$ cat src/hw/rtl/dmpd_pkg.sv
package dmpd_pkg;

   // Counter and on-time width
   localparam int COUNT_WIDTH = 20;
   // Product of period and duty before the divide by 255
   localparam int PROD_W = COUNT_WIDTH + 8;
   // Step counter: holds PROD_W - 1 and 15
   localparam int STEP_W = $clog2(PROD_W);

   localparam int SPEED_W = 16;
   localparam int DUTY_W = 8;
   localparam int ACC_W = 31;   // Q1.30 effective fraction, up to 2^30
   localparam int CSR_W = 20;

   localparam logic [SPEED_W-1:0] Q_ONE = 16'd32768;
   localparam logic [DUTY_W-1:0] DUTY_MAX = 8'd255;
   localparam logic [DUTY_W:0] DIVISOR = 9'd255;

   // Transaction opcodes
   localparam logic [2:0] OP_TICK    = 3'd0;
   localparam logic [2:0] OP_SET_A   = 3'd1;
   localparam logic [2:0] OP_SET_B   = 3'd2;
   localparam logic [2:0] OP_SET_AB  = 3'd3;
   localparam logic [2:0] OP_STANDBY = 3'd4;

   // Register indexes
   localparam logic [1:0] REG_PERIOD   = 2'd0;
   localparam logic [1:0] REG_MIN_FRAC = 2'd1;
   localparam logic [1:0] REG_DEADBAND = 2'd2;

   // Direction pins: IN1 in bit 1, IN2 in bit 0
   localparam logic [1:0] DIR_COAST = 2'b00;
   localparam logic [1:0] DIR_REV   = 2'b01;
   localparam logic [1:0] DIR_FWD   = 2'b10;

   typedef struct packed {
      logic start;
      logic load;
   } lane_cmd_type;

   typedef struct packed {
      logic                   busy;
      logic [1:0]             dir;
      logic [DUTY_W-1:0]      duty;
      logic [COUNT_WIDTH-1:0] on_ticks;
   } lane_stat_type;

endpackage

$ cat src/hw/rtl/dmpd_lane.sv
module dmpd_lane import dmpd_pkg::*; (
   input  logic                      clock,
   input  logic                      reset,
   input  lane_cmd_type              cmd,
   input  logic signed [SPEED_W-1:0] speed,
   input  logic [SPEED_W-1:0]        min_fraction,
   input  logic [SPEED_W-1:0]        deadband,
   input  logic [COUNT_WIDTH-1:0]    period,
   output lane_stat_type             stat
);

   typedef enum logic [2:0] {
      L_IDLE,
      L_DUTY,
      L_SCALE,
      L_CLAMP,
      L_MUL,
      L_DIV
   } lane_state_type;

   lane_state_type         state_ff, state_in;
   logic [1:0]             dir_ff, dir_in;
   logic [DUTY_W-1:0]      duty_ff, duty_in;
   logic [COUNT_WIDTH-1:0] on_ff, on_in;
   logic [ACC_W-1:0]       acc_ff, acc_in;
   logic [SPEED_W-1:0]     mplr_ff, mplr_in;
   logic [DUTY_W-1:0]      dsh_ff, dsh_in;
   logic [PROD_W-1:0]      prod_ff, prod_in;
   logic [DUTY_W-1:0]      rem_ff, rem_in;
   logic [STEP_W-1:0]      step_ff, step_in;

   logic [SPEED_W-1:0]     mf_sat, db_sat, mcand, mag;
   logic                   neg;
   logic [ACC_W+7:0]       scaled;
   logic [DUTY_W:0]        duty_raw;
   logic [DUTY_W:0]        shifted;
   logic                   qbit;

   // Saturated fractions and command magnitude
   assign mf_sat = (min_fraction > Q_ONE) ? Q_ONE : min_fraction;
   assign db_sat = (deadband > Q_ONE) ? Q_ONE : deadband;
   assign mcand  = Q_ONE - mf_sat;
   assign neg    = speed[SPEED_W-1];
   assign mag    = neg ? (~speed + 16'd1) : speed;

   // duty = (eff * 255) >> 30
   assign scaled   = {acc_ff, 8'b0} - {8'b0, acc_ff};
   assign duty_raw = scaled[ACC_W+7:ACC_W-1];

   // Restoring divide by 255, one quotient bit per cycle
   assign shifted = {rem_ff, prod_ff[PROD_W-1]};
   assign qbit    = (shifted >= DIVISOR);

   always_comb begin
      state_in = state_ff;
      dir_in   = dir_ff;
      duty_in  = duty_ff;
      on_in    = on_ff;
      acc_in   = acc_ff;
      mplr_in  = mplr_ff;
      dsh_in   = dsh_ff;
      prod_in  = prod_ff;
      rem_in   = rem_ff;
      step_in  = step_ff;
      case (state_ff)
         L_IDLE: begin
            if (cmd.start) begin
               prod_in  = '0;
               dsh_in   = duty_ff;
               step_in  = STEP_W'(DUTY_W - 1);
               state_in = L_MUL;
               if (cmd.load) begin
                  if (mag == '0 || mag < db_sat) begin
                     dir_in  = DIR_COAST;
                     duty_in = '0;
                     dsh_in  = '0;
                  end else begin
                     dir_in   = neg ? DIR_REV : DIR_FWD;
                     acc_in   = '0;
                     mplr_in  = mag;
                     step_in  = STEP_W'(SPEED_W - 1);
                     state_in = L_DUTY;
                  end
               end
            end
         end
         // (Q_ONE - mf) * mag, multiplier MSB first
         L_DUTY: begin
            acc_in  = {acc_ff[ACC_W-2:0], 1'b0} +
                      (mplr_ff[SPEED_W-1] ? {15'b0, mcand} : '0);
            mplr_in = {mplr_ff[SPEED_W-2:0], 1'b0};
            step_in = step_ff - 1'b1;
            if (step_ff == '0) begin
               state_in = L_SCALE;
            end
         end
         L_SCALE: begin
            acc_in   = acc_ff + {mf_sat, 15'b0};
            state_in = L_CLAMP;
         end
         L_CLAMP: begin
            duty_in  = (duty_raw > {1'b0, DUTY_MAX}) ? DUTY_MAX : duty_raw[DUTY_W-1:0];
            dsh_in   = duty_in;
            prod_in  = '0;
            step_in  = STEP_W'(DUTY_W - 1);
            state_in = L_MUL;
         end
         // period * duty, duty bits MSB first
         L_MUL: begin
            prod_in = {prod_ff[PROD_W-2:0], 1'b0} +
                      (dsh_ff[DUTY_W-1] ? {8'b0, period} : '0);
            dsh_in  = {dsh_ff[DUTY_W-2:0], 1'b0};
            step_in = step_ff - 1'b1;
            if (step_ff == '0) begin
               rem_in   = '0;
               step_in  = STEP_W'(PROD_W - 1);
               state_in = L_DIV;
            end
         end
         L_DIV: begin
            rem_in  = qbit ? DUTY_W'(shifted - DIVISOR) : shifted[DUTY_W-1:0];
            prod_in = {prod_ff[PROD_W-2:0], qbit};
            step_in = step_ff - 1'b1;
            if (step_ff == '0) begin
               on_in    = prod_in[COUNT_WIDTH-1:0];
               state_in = L_IDLE;
            end
         end
         default: begin
            state_in = L_IDLE;
         end
      endcase
   end

   always_ff @(posedge clock) begin
      if (reset) begin
         state_ff <= L_IDLE;
         dir_ff   <= DIR_COAST;
         duty_ff  <= '0;
         on_ff    <= '0;
      end else begin
         state_ff <= state_in;
         dir_ff   <= dir_in;
         duty_ff  <= duty_in;
         on_ff    <= on_in;
      end
      acc_ff  <= acc_in;
      mplr_ff <= mplr_in;
      dsh_ff  <= dsh_in;
      prod_ff <= prod_in;
      rem_ff  <= rem_in;
      step_ff <= step_in;
   end

   assign stat.busy     = (state_ff != L_IDLE);
   assign stat.dir      = dir_ff;
   assign stat.duty     = duty_ff;
   assign stat.on_ticks = on_ff;

endmodule

$ cat src/hw/rtl/dual_motor_pwm_drive_core.sv
// Each transaction waits for both lanes; a lane loaded with a speed first runs a 16-step
// serial multiply, scale and clamp, which a tick, standby or unused transaction skips.
// Both lanes recompute on-time every transaction: 8 multiply steps, then
// COUNT_WIDTH + 8 divide-by-255 steps; one transaction is in flight at a time.
// The next transaction is taken once the result is registered, also while rsp waits.
// Synchronous reset: period 1000, duties, on-times, counter and STBY zero, coast.
module dual_motor_pwm_drive_core import dmpd_pkg::*; (
   input  logic                      clock,
   input  logic                      reset,
   input  logic                      req_valid,
   output logic                      req_ready,
   input  logic [2:0]                req_opcode,
   input  logic signed [SPEED_W-1:0] req_speed_a,
   input  logic signed [SPEED_W-1:0] req_speed_b,
   input  logic                      req_standby_enable,
   output logic                      rsp_valid,
   input  logic                      rsp_ready,
   output logic                      rsp_a_in1,
   output logic                      rsp_a_in2,
   output logic                      rsp_a_pwm,
   output logic                      rsp_b_in1,
   output logic                      rsp_b_in2,
   output logic                      rsp_b_pwm,
   output logic                      rsp_standby_pin,
   output logic [DUTY_W-1:0]         rsp_duty_a_out,
   output logic [DUTY_W-1:0]         rsp_duty_b_out,
   input  logic                      csr_we,
   input  logic [1:0]                csr_index,
   input  logic [CSR_W-1:0]          csr_wdata
);

   typedef enum logic [1:0] {
      T_IDLE,
      T_BUSY,
      T_OUT
   } top_state_type;

   top_state_type          state_ff, state_in;
   logic [COUNT_WIDTH-1:0] period_ff, period_in;
   logic [SPEED_W-1:0]     minfrac_ff, minfrac_in;
   logic [SPEED_W-1:0]     deadband_ff, deadband_in;
   logic [COUNT_WIDTH-1:0] counter_ff, counter_in;
   logic                   standby_ff, standby_in;
   logic                   rsp_valid_ff, rsp_valid_in;
   logic [1:0]             a_dir_ff, a_dir_in, b_dir_ff, b_dir_in;
   logic                   a_pwm_ff, a_pwm_in, b_pwm_ff, b_pwm_in;
   logic [DUTY_W-1:0]      a_duty_ff, a_duty_in, b_duty_ff, b_duty_in;
   logic                   stby_out_ff, stby_out_in;

   logic                   accept;
   logic [COUNT_WIDTH-1:0] period_eff;
   logic [COUNT_WIDTH-1:0] count_next;
   lane_cmd_type           cmd_a, cmd_b;
   lane_stat_type          stat_a, stat_b;

   assign accept     = req_valid && req_ready;
   assign req_ready  = (state_ff == T_IDLE);
   assign period_eff = (period_ff == '0) ? COUNT_WIDTH'(1) : period_ff;
   assign count_next = counter_ff + 1'b1;

   // Lane start and speed load
   assign cmd_a.start = accept;
   assign cmd_a.load  = req_opcode inside {OP_SET_A, OP_SET_AB};
   assign cmd_b.start = accept;
   assign cmd_b.load  = req_opcode inside {OP_SET_B, OP_SET_AB};

   dmpd_lane u_lane_a (
      .clock        (clock),
      .reset        (reset),
      .cmd          (cmd_a),
      .speed        (req_speed_a),
      .min_fraction (minfrac_ff),
      .deadband     (deadband_ff),
      .period       (period_eff),
      .stat         (stat_a)
   );

   dmpd_lane u_lane_b (
      .clock        (clock),
      .reset        (reset),
      .cmd          (cmd_b),
      .speed        (req_speed_b),
      .min_fraction (minfrac_ff),
      .deadband     (deadband_ff),
      .period       (period_eff),
      .stat         (stat_b)
   );

   // Configuration writes
   always_comb begin
      period_in   = period_ff;
      minfrac_in  = minfrac_ff;
      deadband_in = deadband_ff;
      if (csr_we) begin
         case (csr_index)
            REG_PERIOD:   period_in   = csr_wdata[COUNT_WIDTH-1:0];
            REG_MIN_FRAC: minfrac_in  = csr_wdata[SPEED_W-1:0];
            REG_DEADBAND: deadband_in = csr_wdata[SPEED_W-1:0];
            default:      ;
         endcase
      end
   end

   // Transaction control, counter, standby and result register
   always_comb begin
      state_in     = state_ff;
      counter_in   = counter_ff;
      standby_in   = standby_ff;
      rsp_valid_in = rsp_valid_ff && !rsp_ready;
      a_dir_in     = a_dir_ff;
      b_dir_in     = b_dir_ff;
      a_pwm_in     = a_pwm_ff;
      b_pwm_in     = b_pwm_ff;
      a_duty_in    = a_duty_ff;
      b_duty_in    = b_duty_ff;
      stby_out_in  = stby_out_ff;
      case (state_ff)
         T_IDLE: begin
            if (accept) begin
               case (req_opcode)
                  OP_TICK:    counter_in = (count_next >= period_eff) ? '0 : count_next;
                  OP_STANDBY: standby_in = req_standby_enable;
                  default:    ;
               endcase
               state_in = T_BUSY;
            end
         end
         T_BUSY: begin
            if (!stat_a.busy && !stat_b.busy) begin
               state_in = T_OUT;
            end
         end
         T_OUT: begin
            if (!rsp_valid_ff || rsp_ready) begin
               rsp_valid_in = 1'b1;
               a_dir_in     = stat_a.dir;
               b_dir_in     = stat_b.dir;
               a_pwm_in     = (counter_ff < stat_a.on_ticks);
               b_pwm_in     = (counter_ff < stat_b.on_ticks);
               a_duty_in    = stat_a.duty;
               b_duty_in    = stat_b.duty;
               stby_out_in  = standby_ff;
               state_in     = T_IDLE;
            end
         end
         default: begin
            state_in = T_IDLE;
         end
      endcase
   end

   always_ff @(posedge clock) begin
      if (reset) begin
         state_ff     <= T_IDLE;
         period_ff    <= COUNT_WIDTH'(1000);
         minfrac_ff   <= '0;
         deadband_ff  <= '0;
         counter_ff   <= '0;
         standby_ff   <= 1'b0;
         rsp_valid_ff <= 1'b0;
      end else begin
         state_ff     <= state_in;
         period_ff    <= period_in;
         minfrac_ff   <= minfrac_in;
         deadband_ff  <= deadband_in;
         counter_ff   <= counter_in;
         standby_ff   <= standby_in;
         rsp_valid_ff <= rsp_valid_in;
      end
      a_dir_ff    <= a_dir_in;
      b_dir_ff    <= b_dir_in;
      a_pwm_ff    <= a_pwm_in;
      b_pwm_ff    <= b_pwm_in;
      a_duty_ff   <= a_duty_in;
      b_duty_ff   <= b_duty_in;
      stby_out_ff <= stby_out_in;
   end

   assign rsp_valid       = rsp_valid_ff;
   assign rsp_a_in1       = a_dir_ff[1];
   assign rsp_a_in2       = a_dir_ff[0];
   assign rsp_a_pwm       = a_pwm_ff;
   assign rsp_b_in1       = b_dir_ff[1];
   assign rsp_b_in2       = b_dir_ff[0];
   assign rsp_b_pwm       = b_pwm_ff;
   assign rsp_standby_pin = stby_out_ff;
   assign rsp_duty_a_out  = a_duty_ff;
   assign rsp_duty_b_out  = b_duty_ff;

endmodule

$ cat config.mk
export PLATFORM = sky130hd
export DESIGN_NAME = dual_motor_pwm_drive_core
export DESIGN_NICKNAME = d
export VERILOG_FILES = /design/src/hw/rtl/dmpd_pkg.sv /design/src/hw/rtl/dmpd_lane.sv /design/src/hw/rtl/dual_motor_pwm_drive_core.sv
export SDC_FILE = /design/constraint.sdc
export NUM_CORES = 1
export LEC_CHECK = 0
export BUFFER_PORTS_ARGS = -buffer_cell sky130_fd_sc_hd__buf_4
export CAP_MARGIN = 20
export CORE_MARGIN = 10
export CORE_UTILIZATION = 35
export CTS_CLUSTER_SIZE = 40
export DETAILED_ROUTE_END_ITERATION = 16
export PLACE_DENSITY = 0.46
export SLEW_MARGIN = 20
export SYNTH_ARGS = -nofsm -noshare
export SYNTH_HDL_FRONTEND = slang
export SYNTH_SLANG_ARGS = --single-unit
$ cat constraint.sdc
create_clock -name clock -period 5.7 [get_ports clock]
set_clock_uncertainty 0.05 [all_clocks]
set_input_delay 0.57 -clock clock [delete_from_list [all_inputs] [get_ports clock]]
set_output_delay 0.57 -clock clock [all_outputs]
set_load 0.05 [all_outputs]
==> reports/qor.yml, run 1 <==
outcome:
  status: "finished clean"
synth:
  yosysWarnings: 0
  ys.flop_type: "edfxtp_1"
  syn_avg_cell_area_um2: 8.62
  synth_edf_count: 215
  ys_seq_elements: 357
  synth_area_um2: 25200
  synth_cells: 2919
  async_flop_share: 0
  synth_seq_area_share: 0.370
  synth_cell_types: 81
  synthesis.nets: 3225
power_and_ir_drop:
  seqPwrFrac: 0.406
  power.switching_mw: 2.40
  ir_drop_v: 0.000216
  cell_internal_pwr_mw: 5.39
  finalPower_mw: 7.79
  powerDensity_nw_per_um2: 274
  combPwrFrac: 0.204
  p_leak_nw: 11.3
  clockPowerShare: 0.390
  p_sw_frac: 0.308
drt:
  remaining_drc_errors: 0
  wl_um: 78000
  routed_via_density: 5.42
  antenna_left: 0
  firstDrtPassIters: 5
  drt_first_iter_violations: 1392
  routed-via-count: 21554
  wl_per_cell_um: 19.6
global_routing:
  grt_pass1_vias: 21471
  antenna_found_initial: 1
  track_usage: 0.184
  grt_first_pass_wirelength_um: 122000
  grt_max_degree: 71
  grt-ovfl-total: 0
clocking:
  cts-resized-gates: 0
  htree_levels: 2
  cts_setup_buffers: 0
  path_clk_slew_ns: 0.06
  hold_buffers: 0
  clkLatencyLatePin_ns: 0.61
  cts_root_buf: "clkbuf_16"
  cts_tree: "yes"
  cts_sinks: 357
  cts_buffers: 48
  cts_max_path_buffers: 3
die:
  die_area_um2: 83000
  core_um2: 71400
  row_count: 98
  io_pins: 88
  die_width_um: 288
  dieHeight_um: 288
  start_util: 0.353
final_layout:
  fin_nets: 3290
  diodes: 0
  area_delta_synth_final_pct: 13.2
  fill_cells: 7302
  layout-drive-gt1-share: 0.0784
timing:
  finalCriticalPeriod_ns: 4.74
  hold_viol_final: 0
  slew_viol_final: 0
  setup-violations-final: 0
  fmax_mhz: 211
  rsz0062_at_grt: "false"
  fin_crit_sh: 0.831
  tightestPinTransition_ns: 0.978
  setup_tns_ns: 0
  slew_headroom: 0.347
setup_path:
  crit_required_ns: 5.97
  criticalPathCategory: "flip-flop to flip-flop"
  endpoint_kind: "flip-flop"
  slowest_stage: "o21ai_1"
  reg2reg_to: "u_lane_a.acc_ff[20]"
  cpPeakStageDelay_ns: 0.45
  worstPathCellList: "nor2_1 -> nand2_1 -> nor4_1 -> nor2b_1 -> nand2b_1 -> nor2b_1 -> o41ai_1 -> o21ai_0 -> nor2_1 -> ha_1 -> a21o_1 -> a21o_1 -> a21oi_1 -> nand2_1 -> o21a_1 -> o21ai_1 -> nand2b_1 -> xnor2_1 -> o22ai_1"
  cp_num_buf_inv: 0
  worstPathArrival_ns: 5.01
  path_delay_family: "compound AO/OA/AOI/OAI gates"
  startpoint_type: "flip-flop"
  r2r_cells: 19
  rrSetupSlack_ns: 0.96
  path_max_fanout: 7
  reg2reg_from: "minfrac_ff[1]"
worst_hold_path:
  whs_endpoint: "standby_ff"
  hold_depth: 3
  min_path_type: "input port to flip-flop"
  worstHoldStart: "req_standby_enable"
placement:
  detailed_place_hpwl_um: 60100
  routabilityCongestion: 0.883
  io_buffer_count: 87
run:
  drv_cap: 0
## cell type report
cell class | instances | area [um2] | area share
multi-input combinational | 2294 | 14900 | 0.523
sequential | 357 | 9300 | 0.327
clock buffer | 70 | 1400 | 0.0490
tap | 950 | 1190 | 0.0417
timing repair buffer | 116 | 871 | 0.0306
inverter | 167 | 627 | 0.0220
clock inverter | 20 | 189 | 0.00664
## worst register-to-register path, delay by kind of cell (launching register included)
| family | cells | cell delay (ns) |
|---|---|---|
| and+or+nand+nor | 9 | 1.80 |
| adders and majority gates | 1 | 0.31 |
| xor gates and xnor gates | 1 | 0.12 |
| AOI/OAI and AO/OA | 8 | 1.83 |
| DFF | 1 | 0.38 |
## per-layer routing
metal	part of all wire	GRT usage
met3	0.049	0.0307
met1	0.45	0.235
met5	0	0
met4	0.021	0.0438
met2	0.48	0.319
## power groups by stage
stage | Clock, mW | Sequential (mW) | Combinational, mW
floorplan | 0 | 3.15 | 1.15
global placement | 0 | 3.21 | 1.57
detailed placement | 0 | 3.22 | 1.60
CTS | 3.11 | 3.17 | 1.60
global route | 3.22 | 3.19 | 1.79
finish | 3.03 | 3.16 | 1.59
## placed cells by master, fill, tap and decap left out, types with 11 or more instances in the layout
cell	n
nor2b_1	48
clkbuf_1	13
dfxtp_1	142
o21a_1	21
or3_1	20
o22ai_1	33
a22o_1	15
and4_1	11
edfxtp_1	215
nand2b_1	41
o21ai_0	149
o211ai_1	22
a21o_1	68
xnor2_1	109
nor4_1	23
nand3_1	69
nor3_1	72
xor2_1	80
nand4_1	34
clkbuf_16	50
nand3b_1	14
ha_1	239
nor2_1	270
and2_1	58
a21oi_1	254
or2_2	14
o41ai_1	14
nand2_1	355
and3_1	48
buf_4	116
o31ai_1	23
a31oi_1	14
inv_1	167
a211oi_1	24
## worst max-delay path by stage
stage / from / endpoint / slack [ns] / depth (start not counted)
final: minfrac_ff[1] / u_lane_a.acc_ff[20] / 0.96 / 19
after global routing: minfrac_ff[1] / u_lane_a.acc_ff[26] / 0.49 / 19
after CTS: minfrac_ff[1] / u_lane_a.acc_ff[20] / 1.01 / 19
after detailed placement: req_speed_a[3] / u_lane_a.mplr_ff[4] / 0.89 / 14
after global placement: req_speed_a[3] / u_lane_a.mplr_ff[0] / 0.93 / 14
after floorplan: req_speed_a[3] / u_lane_a.mplr_ff[0] / 0.62 / 13
## state kept, by name, indices dropped and copies added (netlist names), 16 cells and up
name	cells
u_lane_b.on_ff	20
u_lane_b.prod_ff	28
u_lane_a.prod_ff	28
u_lane_a.mplr_ff	16
period_ff	20
counter_ff	20
minfrac_ff	16
u_lane_a.acc_ff	31
u_lane_b.mplr_ff	16
u_lane_b.acc_ff	31
u_lane_a.on_ff	20
deadband_ff	16
## cells by family after synthesis
kind of cell,after synthesis,share of synthesized area
adder cells (fa/ha/maj),244,0.122
AO/OA/AOI/OAI,735,0.185
multiplexers,10,0.00418
AND/OR/NAND/NOR,1116,0.213
XOR/XNOR,189,0.0658
flip-flops,357,0.370
buffers and inverters,268,0.0403
## synth_stat cells (6+ instances only)
| library cell | count | area, um2 |
|---|---|---|
| a211o_1 | 6 | 52.6 |
| a211oi_1 | 25 | 188 |
| a21o_1 | 68 | 510 |
| a21oi_1 | 254 | 1270 |
| a22o_1 | 15 | 131 |
| a311oi_1 | 6 | 52.6 |
| a31oi_1 | 14 | 87.6 |
| a32oi_1 | 6 | 52.6 |
| and2_1 | 58 | 363 |
| and3_1 | 48 | 300 |
| and4_1 | 11 | 96.3 |
| clkbuf_1 | 96 | 360 |
| dfxtp_1 | 142 | 2840 |
| edfxtp_1 | 215 | 6460 |
| ha_1 | 239 | 2990 |
| inv_1 | 167 | 627 |
| mux2i_1 | 6 | 60.1 |
| nand2_1 | 355 | 1330 |
| nand2b_1 | 41 | 257 |
| nand3_1 | 69 | 345 |
| nand3b_1 | 14 | 105 |
| nand4_1 | 34 | 213 |
| nor2_1 | 271 | 1020 |
| nor2b_1 | 49 | 307 |
| nor3_1 | 77 | 385 |
| nor4_1 | 23 | 144 |
| o211ai_1 | 22 | 165 |
| o21a_1 | 21 | 158 |
| o21ai_0 | 150 | 751 |
| o21bai_1 | 10 | 75.1 |
| o22ai_1 | 33 | 206 |
| o31ai_1 | 23 | 173 |
| o41ai_1 | 15 | 131 |
| or2_2 | 14 | 87.6 |
| or3_1 | 20 | 125 |
| or4_1 | 9 | 67.6 |
| xnor2_1 | 109 | 955 |
| xor2_1 | 80 | 701 |
## stage by stage
step / hold WS [ns] / instances / utilization / worst slack (ns) / cell area, um2
detailed placement: 0.371 / 3884 / 0.377 / 0.895 / 26900
floorplan: 0.358 / 2919 / - / 0.617 / 25200
global route: 0.134 / 3974 / 0.399 / 0.489 / 28500
CTS: 0.122 / 3974 / 0.399 / 1.01 / 28500
global placement: 0.370 / 3884 / 0.377 / 0.930 / 26900
finish: 0.161 / 3974 / 0.399 / 0.963 / 28500
Note: power is estimated with default switching activity, not from simulation.
==> inputs of run 2 (changes only) <==
clock period = 4.97 ns   (was 5.7 ns; I/O delays follow)
==> reports/qor.yml, run 2 (synthesis results as in run 1) <==
outcome:
  status: "finished clean"
global_routing:
  grt_first_pass_wirelength_um: 121000
  grt-ovfl-total: 0
  track_usage: 0.184
  grt_pass1_vias: 21035
  grt_max_degree: 88
  antenna_found_initial: 0
die:
  dieHeight_um: 288
  die_area_um2: 83000
  start_util: 0.353
  die_width_um: 288
  row_count: 98
  io_pins: 88
  core_um2: 71400
setup_path:
  crit_path_start: "minfrac_ff[0]"
  endpoint_kind: "flip-flop"
  rrSetupSlack_ns: 0.43
  startpoint_type: "flip-flop"
  worstPathArrival_ns: 4.80
  reg2reg_to: "u_lane_a.acc_ff[20]"
  crit_path_end: "u_lane_a.acc_ff[20]"
  reg2reg_from: "minfrac_ff[0]"
  slowest_stage: "dfxtp_1"
  cpPeakStageDelay_ns: 0.35
  r2r_cells: 19
  path_max_fanout: 7
  criticalPathCategory: "flip-flop to flip-flop"
  crit_required_ns: 5.23
  worstPathCellList: "nor2_1 -> nand2_1 -> nor4_1 -> nor2b_1 -> nand2b_1 -> nor2b_1 -> o41ai_1 -> o21ai_0 -> nor2_1 -> ha_1 -> a21o_1 -> a21o_1 -> a21oi_1 -> nand2_1 -> o21a_1 -> o21ai_2 -> nand2b_1 -> xnor2_1 -> o22ai_1"
final_layout:
  diodes: 0
  fill_cells: 7324
  area_delta_synth_final_pct: 13.3
  reg_top3: "u_lane_a.acc_ff (31), u_lane_b.acc_ff (31)"
  layout_commonest_cell: "nand2_1"
  design_area_um2: 28500
  final_cell_mix: "nand2_1 (355), nor2_1 (270), a21oi_1 (254), ha_1 (239), edfxtp_1 (215)"
  postLayoutCoreUtil: 0.399
  instances_no_fill: 3978
  fin_nets: 3296
  layout-drive-gt1-share: 0.0783
power_and_ir_drop:
  p_leak_nw: 11.3
  p_sw_frac: 0.305
  ir_drop_v: 0.000212
  cell_internal_pwr_mw: 6.22
  powerDensity_nw_per_um2: 314
  finalPower_mw: 8.94
  clockPowerShare: 0.390
  power.switching_mw: 2.73
  seqPwrFrac: 0.405
  combPwrFrac: 0.205
timing:
  rsz0062_at_grt: "false"
  setup-violations-final: 0
  hold_viol_final: 0
  hold_slack_ns: 0.0945
  fin_ws_ns: 0.434
  slew_headroom: 0.318
  finalCriticalPeriod_ns: 4.54
  setup_tns_ns: 0
  fmax_mhz: 220
  fin_crit_sh: 0.913
  tightestPinTransition_ns: 1.02
  slew_viol_final: 0
drt:
  drt_first_iter_violations: 1374
  wl_um: 78100
  routed_via_density: 5.43
  firstDrtPassIters: 5
  wl_per_cell_um: 19.6
  antenna_left: 0
  remaining_drc_errors: 0
  routed-via-count: 21613
placement:
  place_ws_ns: 0.204
  io_buffer_count: 87
  placedCellCount: 3892
  detailed_place_hpwl_um: 60100
  placed_cell_area_um2: 26900
  routabilityCongestion: 0.853
clocking:
  cts_sinks: 357
  cts_setup_buffers: 0
  path_clk_slew_ns: 0.06
  clkLatencyLatePin_ns: 0.60
  cts_root_buf: "clkbuf_16"
  cts_max_path_buffers: 3
  cts_buffers: 46
  htree_levels: 2
  hold_buffers: 0
  cts_tree: "yes"
worst_hold_path:
  min_path_type: "input port to flip-flop"
run:
  drv_cap: 0
==> run 2: changes by cell type in the layout (fill, tap and decap cells not counted), sizes merged <==
cell	change
buf	+8
bufinv	+2
clkinv	-4
clkinvlp	-1
inv	-1
==> run 2: worst min path at each step <==
stage                             from         endpoint  slack, ns  cells after the start
finish              req_standby_enable       standby_ff       0.09                      3
global route        req_standby_enable       standby_ff       0.08                      3
CTS                 req_standby_enable       standby_ff       0.06                      3
detailed placement  u_lane_b.dir_ff[0]      b_dir_ff[0]       0.37                      0
global placement            standby_ff  rsp_standby_pin       0.37                      0
floorplan           u_lane_a.dir_ff[0]      a_dir_ff[0]       0.36                      0
==> run 2: timing repair <==
| item | CTS | global route |
|---|---|---|
| gates resized for setup | 0 | 1 |
| endpoints found under the setup margin | 0 | 5 |
| hold endpoints to repair | 0 | 0 |
==> run 2: cell type report <==
class / instances / area [um2] / area share
sequential: 357 / 9300 / 0.326
multi-input combinational: 2294 / 14900 / 0.523
inverter: 167 / 627 / 0.0220
tap: 950 / 1190 / 0.0417
clock buffer: 70 / 1360 / 0.0475
clock inverter: 16 / 204 / 0.00715
timing repair buffer: 124 / 931 / 0.0327
==> run 2: worst max-delay path: cells and delay by family, from the launching register on <==
kind / cells / cell delay [ns]
AND/OR/NAND/NOR: 9 / 1.72
AO/OA/AOI/OAI: 8 / 1.71
flip-flops: 1 / 0.35
adder cells (fa/ha/maj): 1 / 0.31
XOR/XNOR: 1 / 0.11
==> run 2: power by group through the flow <==
| stage | clock (mW) | sequential [mW] | combinational (mW) |
|---|---|---|---|
| 2_1_floorplan | 0 | 3.61 | 1.32 |
| 3_3_place_gp | 0 | 3.68 | 1.81 |
| 3_5_place_dp | 0 | 3.69 | 1.84 |
| 4_1_cts | 3.59 | 3.63 | 1.85 |
| 5_1_grt | 3.71 | 3.66 | 2.06 |
| 6_report | 3.49 | 3.62 | 1.84 |
==> run 2: per-layer routing <==
metal  GRT usage  vias up  wire [um]
met3      0.0261      117       3390
met4      0.0507        0       1980
met2       0.309      463      36800
met5           0        -          0
li1            -    10674          -
met1       0.244    10359      35900
==> inputs of run 3 (changes only) <==
HOLD_SLACK_MARGIN = 0.1   (was not set)
clock period = 4.8 ns   (was 4.97 ns; I/O delays follow)
==> reports/qor.yml, run 3 (synthesis results as in run 1) <==
outcome:
  status: "finished clean"
final_layout:
  postLayoutCoreUtil: 0.400
  design_area_um2: 28500
  layout-drive-gt1-share: 0.0800
  layout_commonest_cell: "nand2_1"
  fin_nets: 3304
  diodes: 0
  area_delta_synth_final_pct: 13.4
  instances_no_fill: 3987
  final_cell_mix: "nand2_1 (355), nor2_1 (270), a21oi_1 (254), ha_1 (239), edfxtp_1 (215)"
  reg_top3: "u_lane_a.acc_ff (31), u_lane_b.acc_ff (31)"
clocking:
  cts_max_path_buffers: 3
  htree_levels: 2
  cts_tree: "yes"
  cts_sinks: 357
  cts_setup_buffers: 0
  clkLatencyLatePin_ns: 0.60
  path_clk_slew_ns: 0.06
  cts_root_buf: "clkbuf_16"
  cts_buffers: 47
timing:
  slew_headroom: 0.266
  slew_viol_final: 0
  fin_crit_sh: 0.898
  fin_ws_ns: 0.490
  fmax_mhz: 232
  finalCriticalPeriod_ns: 4.31
  rsz0062_at_grt: "false"
  hold_viol_final: 0
  hold_slack_ns: 0.141
  tightestPinTransition_ns: 1.10
  setup_tns_ns: 0
  setup-violations-final: 0
global_routing:
  grt_first_pass_wirelength_um: 121000
  grt-ovfl-total: 0
  grt_max_degree: 94
  antenna_found_initial: 2
  grt_pass1_vias: 21258
  track_usage: 0.184
die:
  start_util: 0.353
  core_um2: 71400
  dieHeight_um: 288
  io_pins: 88
  row_count: 98
  die_area_um2: 83000
  die_width_um: 288
placement:
  placed_cell_area_um2: 26900
  routabilityCongestion: 0.856
  placedCellCount: 3893
  io_buffer_count: 87
  place_ws_ns: 0.110
  detailed_place_hpwl_um: 60800
setup_path:
  endpoint_kind: "flip-flop"
  slowest_stage: "dfxtp_1"
  cp_num_buf_inv: 0
  crit_required_ns: 5.05
  r2r_cells: 19
  criticalPathCategory: "flip-flop to flip-flop"
  rrSetupSlack_ns: 0.49
  reg2reg_to: "u_lane_a.acc_ff[20]"
  startpoint_type: "flip-flop"
  worstPathArrival_ns: 4.56
  crit_path_end: "u_lane_a.acc_ff[20]"
  crit_path_start: "minfrac_ff[1]"
  reg2reg_from: "minfrac_ff[1]"
  cpPeakStageDelay_ns: 0.37
  worstPathCellList: "nor2_1 -> nand2_1 -> nor4_2 -> nor2b_1 -> nand2b_1 -> nor2b_1 -> o41ai_1 -> o21ai_0 -> nor2_1 -> ha_1 -> a21o_1 -> a21o_1 -> a21oi_1 -> nand2_1 -> o21a_1 -> o21ai_4 -> nand2b_1 -> xnor2_1 -> o22ai_1"
  path_max_fanout: 7
  path_delay_family: "simple AND/OR/NAND/NOR gates"
  cp.depth: 19
drt:
  remaining_drc_errors: 0
  routed_via_density: 5.43
  firstDrtPassIters: 5
  antenna_left: 0
  wl_um: 78500
  wl_per_cell_um: 19.7
  drt_first_iter_violations: 1468
  routed-via-count: 21660
worst_hold_path:
  hold_depth: 3
  min_path_type: "input port to flip-flop"
power_and_ir_drop:
  finalPower_mw: 9.12
  ir_drop_v: 0.000240
  p_leak_nw: 11.3
  powerDensity_nw_per_um2: 320
run:
  drv_cap: 0
-- run 3: changes by cell type in the layout (fill, tap and decap cells not counted), sizes merged --
cell         before  now
buf             124  125
clkinv           11   16
clkbuf           70   69
inv             167  168
dlygate4sd3       0    6
bufinv            4    1
-- run 3: layout make-up --
type,instances,area (um2)
Timing Repair Buffer,131,998
Fill cell,7312,42800
Tap cell,950,1190
Multi-Input combinational cell,2294,14900
Clock inverter,19,133
Sequential cell,357,9300
Inverter,167,627
Clock buffer,69,1360
-- run 3: worst min path at each step --
stage | startpoint | end | slack (ns)
floorplan | u_lane_a.dir_ff[0] | a_dir_ff[0] | 0.36
global placement | standby_ff | rsp_standby_pin | 0.36
detailed placement | standby_ff | rsp_standby_pin | 0.37
CTS | csr_wdata[14] | period_ff[14] | 0.10
global route | csr_wdata[5] | minfrac_ff[5] | 0.12
finish | csr_wdata[0] | minfrac_ff[0] | 0.14
-- run 3: tightest hold or removal path, cell delays in order --
cell and delay [ns]:
buf_4 0.15, nand2_1 0.06, a21oi_1 0.05
-- run 3: where the power goes --
group          switching [mW]  internal, mW  leakage, nW  total (mW)
combinational            1.17         0.748         7.36        1.92
clock                    1.42          2.02        0.738        3.44
sequential              0.219          3.53         3.19        3.75
total                    2.82          6.30         11.3        9.12
-- run 3: what timing repair did --
item | CTS | global route
hold buffers | 6 | 0
setup endpoints to repair | 0 | 15
gates resized for setup | 0 | 3
hold endpoints to repair | 7 | 0
-- run 3: layer usage --
metal,vias to the layer above,share of wire,global-route usage
met5,-,0.00017,0
met4,2,0.030,0.0594
met3,115,0.039,0.0241
met2,418,0.47,0.313
met1,10406,0.46,0.239
li1,10719,-,-
